## src/zmp_pkg.sv

```systemverilog
package zmp_pkg;

    typedef enum logic [1:0] {
        OPN_BIND  = 2'd0,
        OPN_WRITE = 2'd1,
        OPN_QUERY = 2'd2,
        OPN_NONE  = 2'd3
    } t_opn;

    localparam int unsigned CFG_IDX_W = 3;

    localparam logic [CFG_IDX_W-1:0] CFG_FIRST_BLOCK = 3'd0;
    localparam logic [CFG_IDX_W-1:0] CFG_BLOCK_COUNT = 3'd1;
    localparam logic [CFG_IDX_W-1:0] CFG_PRED_COUNT  = 3'd2;
    localparam logic [CFG_IDX_W-1:0] CFG_PRED0_CTL   = 3'd3;
    localparam logic [CFG_IDX_W-1:0] CFG_PRED0_VALUE = 3'd4;
    localparam logic [CFG_IDX_W-1:0] CFG_PRED1_CTL   = 3'd5;
    localparam logic [CFG_IDX_W-1:0] CFG_PRED1_VALUE = 3'd6;

    localparam logic [2:0] CMP_EQ = 3'd0;
    localparam logic [2:0] CMP_GT = 3'd1;
    localparam logic [2:0] CMP_GE = 3'd2;
    localparam logic [2:0] CMP_LT = 3'd3;
    localparam logic [2:0] CMP_LE = 3'd4;

    localparam int unsigned MAX_PREDS = 2;

    typedef enum logic [1:0] {
        PRE_SKIP,
        PRE_KEEP,
        PRE_CHECK
    } t_pre;

    typedef enum logic [1:0] {
        PS_CONT,
        PS_KEEP,
        PS_PRUNE
    } t_pstat;

    typedef struct packed {
        t_pre        pre;
        logic [2:0]  op;
        logic        vdbl;
        logic [63:0] value;
    } t_pred_req;

    typedef struct packed {
        logic        dbl;
        logic        nonempty;
        logic [63:0] maxv;
        logic [63:0] minv;
    } t_entry;

    typedef struct packed {
        t_pre        pre;
        logic [2:0]  op;
        logic        int_mode;
        logic        nonempty;
        logic [63:0] minv;
        logic [63:0] maxv;
        logic [63:0] value;
    } t_pred_ctl;

    typedef struct packed {
        logic query;
        logic keep_all;
    } t_meta;

    function automatic logic f_dnan(input logic [63:0] a);
        return (a[62:52] == 11'h7FF) && (a[51:0] != 52'd0);
    endfunction

    function automatic logic [63:0] f_dkey(input logic [63:0] a);
        return a[63] ? ~a : {1'b1, a[62:0]};
    endfunction

    function automatic logic f_dzeros(input logic [63:0] a, input logic [63:0] b);
        return (a[62:0] == 63'd0) && (b[62:0] == 63'd0);
    endfunction

    // ordered a < b, false on NaN, +0 and -0 equal
    function automatic logic f_dlt(input logic [63:0] a, input logic [63:0] b);
        return !f_dnan(a) && !f_dnan(b) && !f_dzeros(a, b) && (f_dkey(a) < f_dkey(b));
    endfunction

    function automatic logic f_deq(input logic [63:0] a, input logic [63:0] b);
        return !f_dnan(a) && !f_dnan(b) && ((a == b) || f_dzeros(a, b));
    endfunction

endpackage

```

## src/zmp_i2d.sv

```systemverilog
// int64 to double, round to nearest even; double input passes through.
// Three register stages: magnitude, leading-zero count, shift and round.
module zmp_i2d (
    input  logic        i_clk,
    input  logic        i_en,
    input  logic [63:0] i_bits,
    input  logic        i_is_dbl,
    output logic [63:0] o_bits
);

    logic        r_a_sign, r_a_dbl;
    logic [63:0] r_a_mag;
    logic        r_b_sign, r_b_dbl;
    logic [63:0] r_b_mag;
    logic [5:0]  r_b_lz;
    logic [63:0] r_c_bits;

    logic [5:0]  n_lz;
    logic [63:0] norm;
    logic        rnd;
    logic [10:0] expo;
    logic [62:0] em;
    logic [63:0] n_c_bits;

    always_comb begin
        n_lz = 6'd0;
        for (int i = 0; i < 64; i++) begin
            if (r_a_mag[i]) begin
                n_lz = 6'(63 - i);
            end
        end
    end

    always_comb begin
        norm = r_b_mag << r_b_lz;
        rnd  = norm[10] && ((|norm[9:0]) || norm[11]);
        expo = 11'(11'd1086 - {5'd0, r_b_lz});
        em   = {expo, norm[62:11]} + 63'(rnd);
        if (r_b_dbl) begin
            n_c_bits = r_b_mag;
        end else if (r_b_mag == 64'd0) begin
            n_c_bits = 64'd0;
        end else begin
            n_c_bits = {r_b_sign, em};
        end
    end

    always_ff @(posedge i_clk) begin
        if (i_en) begin
            r_a_dbl  <= i_is_dbl;
            r_a_sign <= i_bits[63] && !i_is_dbl;
            r_a_mag  <= (i_bits[63] && !i_is_dbl) ? (~i_bits + 64'd1) : i_bits;
            r_b_dbl  <= r_a_dbl;
            r_b_sign <= r_a_sign;
            r_b_mag  <= r_a_mag;
            r_b_lz   <= n_lz;
            r_c_bits <= n_c_bits;
        end
    end

    assign o_bits = r_c_bits;

endmodule

```

## src/zmp_pred_unit.sv

```systemverilog
module zmp_pred_unit (
    input  logic                i_clk,
    input  logic                i_en,
    input  zmp_pkg::t_pred_req  i_req,
    input  zmp_pkg::t_entry     i_entry,
    output zmp_pkg::t_pstat     o_status
);

    logic [63:0]        w_min_d, w_max_d, w_val_d;
    zmp_pkg::t_pred_ctl n_ctl;
    zmp_pkg::t_pred_ctl r_ctl [3];
    zmp_pkg::t_pstat    n_status, r_status;
    logic               pass_i, pass_d, pass;

    zmp_i2d u_min (.i_clk, .i_en, .i_bits(i_entry.minv), .i_is_dbl(i_entry.dbl),
                   .o_bits(w_min_d));
    zmp_i2d u_max (.i_clk, .i_en, .i_bits(i_entry.maxv), .i_is_dbl(i_entry.dbl),
                   .o_bits(w_max_d));
    zmp_i2d u_val (.i_clk, .i_en, .i_bits(i_req.value), .i_is_dbl(i_req.vdbl),
                   .o_bits(w_val_d));

    always_comb begin
        n_ctl.pre      = i_req.pre;
        n_ctl.op       = i_req.op;
        n_ctl.int_mode = !i_entry.dbl && !i_req.vdbl;
        n_ctl.nonempty = i_entry.nonempty;
        n_ctl.minv     = i_entry.minv;
        n_ctl.maxv     = i_entry.maxv;
        n_ctl.value    = i_req.value;
    end

    always_comb begin
        case (r_ctl[2].op)
            zmp_pkg::CMP_EQ: pass_i = !(($signed(r_ctl[2].value) < $signed(r_ctl[2].minv)) ||
                                        ($signed(r_ctl[2].value) > $signed(r_ctl[2].maxv)));
            zmp_pkg::CMP_GT: pass_i = $signed(r_ctl[2].maxv) >  $signed(r_ctl[2].value);
            zmp_pkg::CMP_GE: pass_i = $signed(r_ctl[2].maxv) >= $signed(r_ctl[2].value);
            zmp_pkg::CMP_LT: pass_i = $signed(r_ctl[2].minv) <  $signed(r_ctl[2].value);
            zmp_pkg::CMP_LE: pass_i = $signed(r_ctl[2].minv) <= $signed(r_ctl[2].value);
            default:         pass_i = 1'b1;
        endcase
        case (r_ctl[2].op)
            zmp_pkg::CMP_EQ: pass_d = !(zmp_pkg::f_dlt(w_val_d, w_min_d) ||
                                        zmp_pkg::f_dlt(w_max_d, w_val_d));
            zmp_pkg::CMP_GT: pass_d = zmp_pkg::f_dlt(w_val_d, w_max_d);
            zmp_pkg::CMP_GE: pass_d = zmp_pkg::f_dlt(w_val_d, w_max_d) ||
                                      zmp_pkg::f_deq(w_max_d, w_val_d);
            zmp_pkg::CMP_LT: pass_d = zmp_pkg::f_dlt(w_min_d, w_val_d);
            zmp_pkg::CMP_LE: pass_d = zmp_pkg::f_dlt(w_min_d, w_val_d) ||
                                      zmp_pkg::f_deq(w_min_d, w_val_d);
            default:         pass_d = 1'b1;
        endcase
        pass = r_ctl[2].int_mode ? pass_i : pass_d;
    end

    always_comb begin
        case (r_ctl[2].pre)
            zmp_pkg::PRE_KEEP:  n_status = zmp_pkg::PS_KEEP;
            zmp_pkg::PRE_CHECK: n_status = (r_ctl[2].nonempty && pass) ? zmp_pkg::PS_CONT
                                                                       : zmp_pkg::PS_PRUNE;
            default:            n_status = zmp_pkg::PS_CONT;
        endcase
    end

    always_ff @(posedge i_clk) begin
        if (i_en) begin
            r_ctl[0] <= n_ctl;
            r_ctl[1] <= r_ctl[0];
            r_ctl[2] <= r_ctl[1];
            r_status <= n_status;
        end
    end

    assign o_status = r_status;

endmodule

```

## config.mk

```make
export PLATFORM = sky130hd
export DESIGN_NAME = zmp_pred_unit
export DESIGN_NICKNAME = d
export VERILOG_FILES = /design/src/zmp_pkg.sv /design/src/zmp_i2d.sv /design/src/zmp_pred_unit.sv
export SDC_FILE = /design/constraint.sdc
export NUM_CORES = 2
export LEC_CHECK = 0
export ABC_AREA = 0
export BUFFER_PORTS_ARGS = -buffer_cell sky130_fd_sc_hd__buf_2
export CAP_MARGIN = 20
export CELL_PAD_IN_SITES_DETAIL_PLACEMENT = 0
export CELL_PAD_IN_SITES_GLOBAL_PLACEMENT = 1
export CORE_AREA = 4 4 451 342
export CTS_CLUSTER_SIZE = 8
export DETAILED_ROUTE_END_ITERATION = 6
export DIE_AREA = 0 0 455 346
export PLACE_DENSITY = 0.82
export SETUP_SLACK_MARGIN = 0.4
export SLEW_MARGIN = 20
export SYNTH_ARGS = -nofsm -noshare
export SYNTH_HDL_FRONTEND = slang
export SYNTH_SLANG_ARGS = --single-unit
```

## constraint.sdc

```tcl
create_clock -name i_clk -period 9.5 [get_ports i_clk]
set_input_delay 0.475 -clock i_clk [delete_from_list [all_inputs] [get_ports i_clk]]
set_output_delay 0.475 -clock i_clk [all_outputs]
set_load 0.05 [all_outputs]
```

Yosys cells after proc, flatten, opt, wreduce, memory -nomap -nowiden
Memories as Yosys holds them, arrays and structs flattened.
Index checks and enable logic that the tools add are counted.
{"block": "classes", "mux": 208, "reduce_logical": 69, "n_eq_ne": 11, "bitwise_logic": 6, "n_addsub": 9, "shifts": 3, "order_cmp": 10}
{"op": "64-bit 2-to-1 mux", "count": 12}
{"op": "6-bit 2-to-1 mux", "count": 96}
{"op": "64-bit less-than comparator", "count": 6}
{"op": "64-bit NOT", "count": 6}
{"op": "5-bit 2-to-1 mux", "count": 48}
{"op": "64-bit by 1-bit adder with 64-bit output (second input constant)", "count": 3}
{"op": "64-bit zero test", "count": 3}
{"op": "64-bit by 6-bit << shifter with 63-bit output", "count": 3}
{"op": "63-bit by 1-bit adder with 63-bit output", "count": 3}
{"op": "63-bit zero test", "count": 3}
{"op": "52-bit nonzero test", "count": 3}
{"op": "64-bit equality test", "count": 2}
{"op": "64-bit greater-than comparator", "count": 2}
{"op": "4-bit 2-to-1 mux", "count": 24}
{"op": "32-bit OR reduction", "count": 3}
{"op": "64-bit >= comparator", "count": 1}
{"op": "64-bit less-or-equal comparator", "count": 1}
{"op": "16-bit OR reduction", "count": 3}
{"op": "3-bit 2-to-1 mux", "count": 12}
{"op": "11-bit equality test (second input constant)", "count": 3}
{"op": "11-bit by 6-bit subtractor with 11-bit output (first input constant)", "count": 3}
{"op": "10-bit OR reduction", "count": 3}
{"op": "8-bit OR reduction", "count": 3}
{"op": "1-bit logical AND", "count": 23}
{"op": "other kinds (14)", "count": 47}
{"block": "totals", "ram_bits": 597, "memories": 1, "output_inout_bits": 2, "inputBits": 202, "elab_cells": 355, "register_bits": 606}
{"memory": "r_ctl", "depth": 3, "width": 199, "rd": 3, "rd_ports_with_merged_regs": 0, "wr": 3, "line_no": "zmp_pred_unit.sv:11", "source": "zmp_pkg::t_pred_ctl r_ctl [3];"}

Logic depth before layout (Yosys ltp)
{"block": "logic_depth", "depth_word": 63, "ltp_mapped": 19, "depth_no_buf": 14}

By module
From an unflattened synthesis, not the netlist that was laid out.
{"block": "unflattened", "cells_unflattened": 6358, "hier_area_um2": 73948.4}
{"mod": "zmp_i2d", "n_inst": 3, "seq_area_each_um2": 6065.8, "area_per_inst_um2": 15336.0, "cells_per_inst": 1476}
{"mod": "zmp_pred_unit", "n_inst": 1, "seq_area_each_um2": 17987.3, "area_per_inst_um2": 27940.5, "cells_per_inst": 1930}

Least setup slack after synthesis
OpenSTA, ideal clock, no wires.
{"block": "synth_path", "path_kind": "register -> register", "from": "register u_val.r_b_lz[0]", "to": "register u_val.r_c_bits[40] (netlist: u_val.o_bits[40]) (data pin)", "n_path_buf": 3, "synth_period_minus_slack_ps": 4364, "setup_time_ps": 267, "t_required_ps": 9233, "stages_incl_launch_ff": 17, "path_slack_ps": 5136, "t_arrival_ps": 4097, "cell_sequence": "edfxtp_1 -> buf_6 -> buf_12 -> buf_12 -> nand2b_1 -> mux4_2 -> a2bb2oi_1 -> nor3_1 -> ha_1 -> nand2_1 -> nor4b_1 -> nand2_1 -> or4_1 -> or3_1 -> nor3_1 -> xor2_1 -> o21ai_0"}
{"block": "synth_via", "elab_chain_len": 7}
{"element": "start, declared", "line_no": "zmp_i2d.sv:15", "source": "logic [5:0] r_b_lz;"}
{"element": "start signal, assigned", "line_no": "zmp_i2d.sv:56", "source": "r_b_lz <= n_lz;"}
{"element": "64-bit by 6-bit << shifter with 63-bit output (*)", "line_no": "zmp_i2d.sv:35", "source": "norm = r_b_mag << r_b_lz;"}
{"element": "10-bit OR reduction", "line_no": "zmp_i2d.sv:36", "source": "rnd = norm[10] && ((|norm[9:0]) || norm[11]);"}
{"element": "1-bit logical OR", "line_no": "zmp_i2d.sv:36"}
{"element": "1-bit logical AND", "line_no": "zmp_i2d.sv:36"}
{"element": "63-bit by 1-bit adder with 63-bit output (*)", "line_no": "zmp_i2d.sv:38", "source": "em = {expo, norm[62:11]} + 63'(rnd);"}
{"element": "64-bit 2-to-1 mux (*)", "line_no": "zmp_i2d.sv:41", "source": "end else if (r_b_mag == 64'd0) begin"}
{"element": "64-bit 2-to-1 mux (*)", "line_no": "zmp_i2d.sv:39", "source": "if (r_b_dbl) begin"}
{"element": "via u_val.n_c_bits[40]", "line_no": "zmp_i2d.sv:23", "source": "logic [63:0] n_c_bits;"}
{"element": "end signal, assigned", "line_no": "zmp_i2d.sv:57", "source": "r_c_bits <= n_c_bits;"}
{"element": "end, declared", "line_no": "zmp_i2d.sv:16", "source": "logic [63:0] r_c_bits;"}
Mark *: on every way through the listed nets, which the timed path passes. The rest lies on a longest branch.
A chain may end at the register's enable or synchronous reset.

Worst setup path in the final report
{"block": "layout_path", "from": "register u_max.r_b_lz[1]", "to": "register u_max.r_c_bits[29] (netlist: u_max.o_bits[29]) (data pin)"}
{"block": "layout_via", "elab_chain_len": 7}
{"element": "start, declared", "line_no": "zmp_i2d.sv:15"}
{"element": "start signal, assigned", "line_no": "zmp_i2d.sv:56"}
{"element": "64-bit by 6-bit << shifter with 63-bit output (*)", "line_no": "zmp_i2d.sv:35"}
{"element": "10-bit OR reduction", "line_no": "zmp_i2d.sv:36"}
{"element": "1-bit logical OR", "line_no": "zmp_i2d.sv:36"}
{"element": "1-bit logical AND", "line_no": "zmp_i2d.sv:36"}
{"element": "63-bit by 1-bit adder with 63-bit output (*)", "line_no": "zmp_i2d.sv:38"}
{"element": "64-bit 2-to-1 mux (*)", "line_no": "zmp_i2d.sv:41"}
{"element": "64-bit 2-to-1 mux (*)", "line_no": "zmp_i2d.sv:39"}
{"element": "via u_max.n_c_bits[29]", "line_no": "zmp_i2d.sv:23"}
{"element": "end signal, assigned", "line_no": "zmp_i2d.sv:57"}
{"element": "end, declared", "line_no": "zmp_i2d.sv:16"}
Marks and branches as above.

==> results.json <==
{
  "grt_max_degree": 187,
  "power_mw": 15.6,
  "syn_inst": 6001,
  "netlist-cell-type-count": 104,
  "drive_above_1_share": 0.138,
  "synthAdderAreaFrac": 0.0472,
  "grt_pass1_wl_um": 386000,
  "synthesis.area_um2": 71500,
  "cp_max_fo": 63,
  "critPathKind": "flip-flop to flip-flop",
  "crit_family": "simple AND/OR/NAND/NOR gates",
  "crit_path_start_kind": "flip-flop",
  "clock_path_buffers": 3,
  "insertion_delay_ns": 0.80,
  "fin_ws_ns": 3.81,
  "avgViaCountPerCell": 6.65,
  "regArea_um2": 35900,
  "rsz0062_at_grt": "no",
  "fill_cells": 12455,
  "antenna_found_initial": 14,
  "clock_skew_ns": 0.0774,
  "fin_crit_ns": 5.69,
  "synth_top_family_by_area": "simple AND/OR/NAND/NOR gates",
  "worst_pin_slew_ns": 1.15,
  "synth-xor-area-share": 0.0747,
  "avgSynthCellArea_um2": 11.9,
  "cpPeakStageDelay_ns": 0.94,
  "worstPathBufferInverterCount": 2,
  "synth_compound_area_frac": 0.103,
  "die_w_um": 455,
  "clock-root-buffer": "clkbuf_16",
  "cp_slowest_cell": "nor4_1",
  "drv_slew": 0,
  "grt_usage": 0.340,
  "mostFrequentLayoutCells": "edfxtp_1, nand2_1, nor2_1",
  "yosysSeqAreaShare": 0.503,
  "placed_cells": 8010,
  "layout_commonest_cell": "edfxtp_1",
  "crit_chain": "buf_4 -> mux4_2 -> mux2i_1 -> buf_4 -> a21boi_0 -> nand2_1 -> or3b_2 -> nor4_1 -> and3_1 -> and2_1 -> nand2_1 -> xor2_1 -> o21ai_0",
  "finalHoldViolations": 0,
  "leakagePower_nw": 29.6,
  "drc": 0,
  "status": "finished clean",
  "grt_pass1_vias": 52556,
  "synth.area.mux_share": 0.118,
  "cts_buffers": 168,
  "dieArea_um2": 157000,
  "final_net_count": 6846,
  "grt_overflow_total": 0,
  "final_util": 0.542,
  "fin_cells": 8403,
  "ir_drop_mv": 0.203,
  "clkTransAtPathRegs_ns": 0.05,
  "finalSetupViolations": 0,
  "wl_um": 274000,
  "maxSlewHeadroom": 0.234,
  "cap_violations": 0,
  "min_path_type": "input pin to flip-flop",
  "ys.flop_type": "edfxtp_1",
  "gp_congestion": 1.04,
  "routedWlPerCell_um": 32.6,
  "initial_core_util": 0.479,
  "pre_cts_slack_ns": 4.02,
  "setup_tns_ns": 0,
  "multi_input_area_um2": 33200,
  "cp.arrival_ns": 6.19,
  "rows": 123,
  "ioPinCount": 204,
  "num_vias": 55847,
  "dp_hpwl_um": 208000,
  "synthSimpleGateAreaFrac": 0.121,
  "post_cts_buffers": 0,
  "htreeDepth": 4,
  "max_freq_mhz": 176,
  "dr.pass1.iters": 6,
  "powerDensity_nw_per_um2": 193,
  "drtAntennaViolNets": 0,
  "yosysWarnings": 0,
  "initialDrtViolationCount": 8019,
  "port_buffers": 203,
  "endpoint_kind": "flip-flop",
  "syn_nets": 6473,
  "synth-edff-count": 1197,
  "async_flop_share": 0,
  "cp.required_ns": 10.00,
  "cts_tree": "yes",
  "timing.final.crit_share": 0.599,
  "cts.sinks": 1197,
  "coreArea_um2": 149000,
  "area_growth_syn_to_layout_pct": 13.2,
  "die-height_um": 346,
  "ys_seq_elements": 1197
}
==> what timing repair did <==
item | CTS | global route
setup endpoints to repair | 0 | 0
hold buffers | 194 | 0
hold endpoints to repair | 204 | 0
gates resized for setup | 0 | 0
==> sequential cells by signal (all words and copies together) (netlist names) <==
| register | flops |
|---|---|
| u_max.r_b_lz | 6 |
| r_ctl | 591 |
| u_max.o_bits | 64 |
| u_min.r_a_sign | 1 |
| u_min.r_a_dbl | 1 |
| u_min.r_b_lz | 6 |
| u_min.r_b_dbl | 1 |
| u_max.r_a_mag | 64 |
| u_min.o_bits | 64 |
| u_val.r_b_mag | 64 |
| u_max.r_b_sign | 1 |
| o_status | 2 |
| u_min.r_b_mag | 64 |
| u_min.r_b_sign | 1 |
| u_val.r_b_sign | 1 |
| u_val.o_bits | 64 |
| u_val.r_a_dbl | 1 |
| u_max.r_b_mag | 64 |
| u_val.r_b_lz | 6 |
| u_val.r_b_dbl | 1 |
| u_min.r_a_mag | 64 |
| u_val.r_a_mag | 64 |
| u_max.r_a_sign | 1 |
| u_val.r_a_sign | 1 |
==> synth_stat cells, types with 38 or more instances <==
cell,n,area (µm²)
nor4_1,204,1280
mux2_2,131,1480
xor2_1,310,2720
and3_1,38,238
nand3_1,129,646
nand2b_1,39,244
mux2i_1,156,1560
o21ai_0,291,1460
nand2_1,461,1730
a22o_1,57,499
nor3_1,112,561
clkbuf_1,137,514
buf_1,41,154
a21o_1,73,548
xnor2_1,300,2630
mux4_2,236,5320
a21oi_1,235,1180
inv_1,264,991
nand4_1,109,682
edfxtp_1,1197,35900
ha_1,270,3380
nor2_1,416,1560
o31ai_1,55,413
a31oi_1,39,244
buf_2,47,235
==> path summary, 6_finish.rpt <==
path,startpoint,to,slack [ns],cells after the start
worst max-delay path,u_max.r_b_lz[1]$_SDFFCE_PP0P_,u_max.o_bits[29]$_DFFE_PP_,3.81,13
worst min-delay path,i_entry[123],r_ctl[0][123]$_DFFE_PP_,0.05,1
worst max register to register,u_max.r_b_lz[1]$_SDFFCE_PP0P_,u_max.o_bits[29]$_DFFE_PP_,3.81,13
worst min register to register,r_ctl[0][14]$_DFFE_PP_,r_ctl[0][213]$_DFFE_PP_,0.39,0
==> power by group <==
| group | switching, mW | internal [mW] |
|---|---|---|
| clock network | 2.21 | 3.15 |
| registers | 0.684 | 6.39 |
| logic | 1.93 | 1.28 |
| total | 4.83 | 10.8 |
==> layout make-up <==
| class | instances | share of cell area |
|---|---|---|
| Multi-Input combinational cell | 4266 | 0.410 |
| Tap cell | 2000 | 0.0309 |
| Timing Repair Buffer | 466 | 0.0444 |
| Sequential cell | 1197 | 0.444 |
| Antenna cell | 11 | 0.000340 |
| Inverter | 275 | 0.0128 |
| Clock buffer | 168 | 0.0519 |
| Clock inverter | 20 | 0.00535 |
==> per-layer routing <==
layer | wire, µm | vias to the layer above | GRT usage
met5 | 18 | - | 0
met4 | 9460 | 2 | 0.108
met3 | 34400 | 448 | 0.0926
met2 | 111000 | 3776 | 0.466
met1 | 119000 | 27854 | 0.519
li1 | - | 23767 | -
==> through the flow <==
| step | hold WS (ns) | area, µm² |
|---|---|---|
| 6_report | 0.0539 | 81000 |
| 4_1_cts | 0.00372 | 80900 |
| 3_5_place_dp | 0.405 | 74300 |
| 3_3_place_gp | 0.401 | 74300 |
| 5_1_grt | 0.0259 | 80900 |
| 2_1_floorplan | 0.400 | 71500 |
==> cell families after synthesis <==
kind of cell             Yosys count
buffers and inverters            538
flip-flops                      1197
multiplexers                     527
XOR/XNOR                         610
adder cells (fa/ha/maj)          270
AND/OR/NAND/NOR                 1740
AO/OA/AOI/OAI                   1119
==> worst register-to-register path, stage by stage (launching register included) <==
cell	delay (ns)
edfxtp_1	0.75
buf_4	0.78
mux4_2	0.38
mux2i_1	0.07
buf_4	0.19
a21boi_0	0.58
nand2_1	0.21
or3b_2	0.58
nor4_1	0.94
and3_1	0.40
and2_1	0.21
nand2_1	0.08
xor2_1	0.15
o21ai_0	0.09
Note: power is estimated with default switching activity, not from simulation.
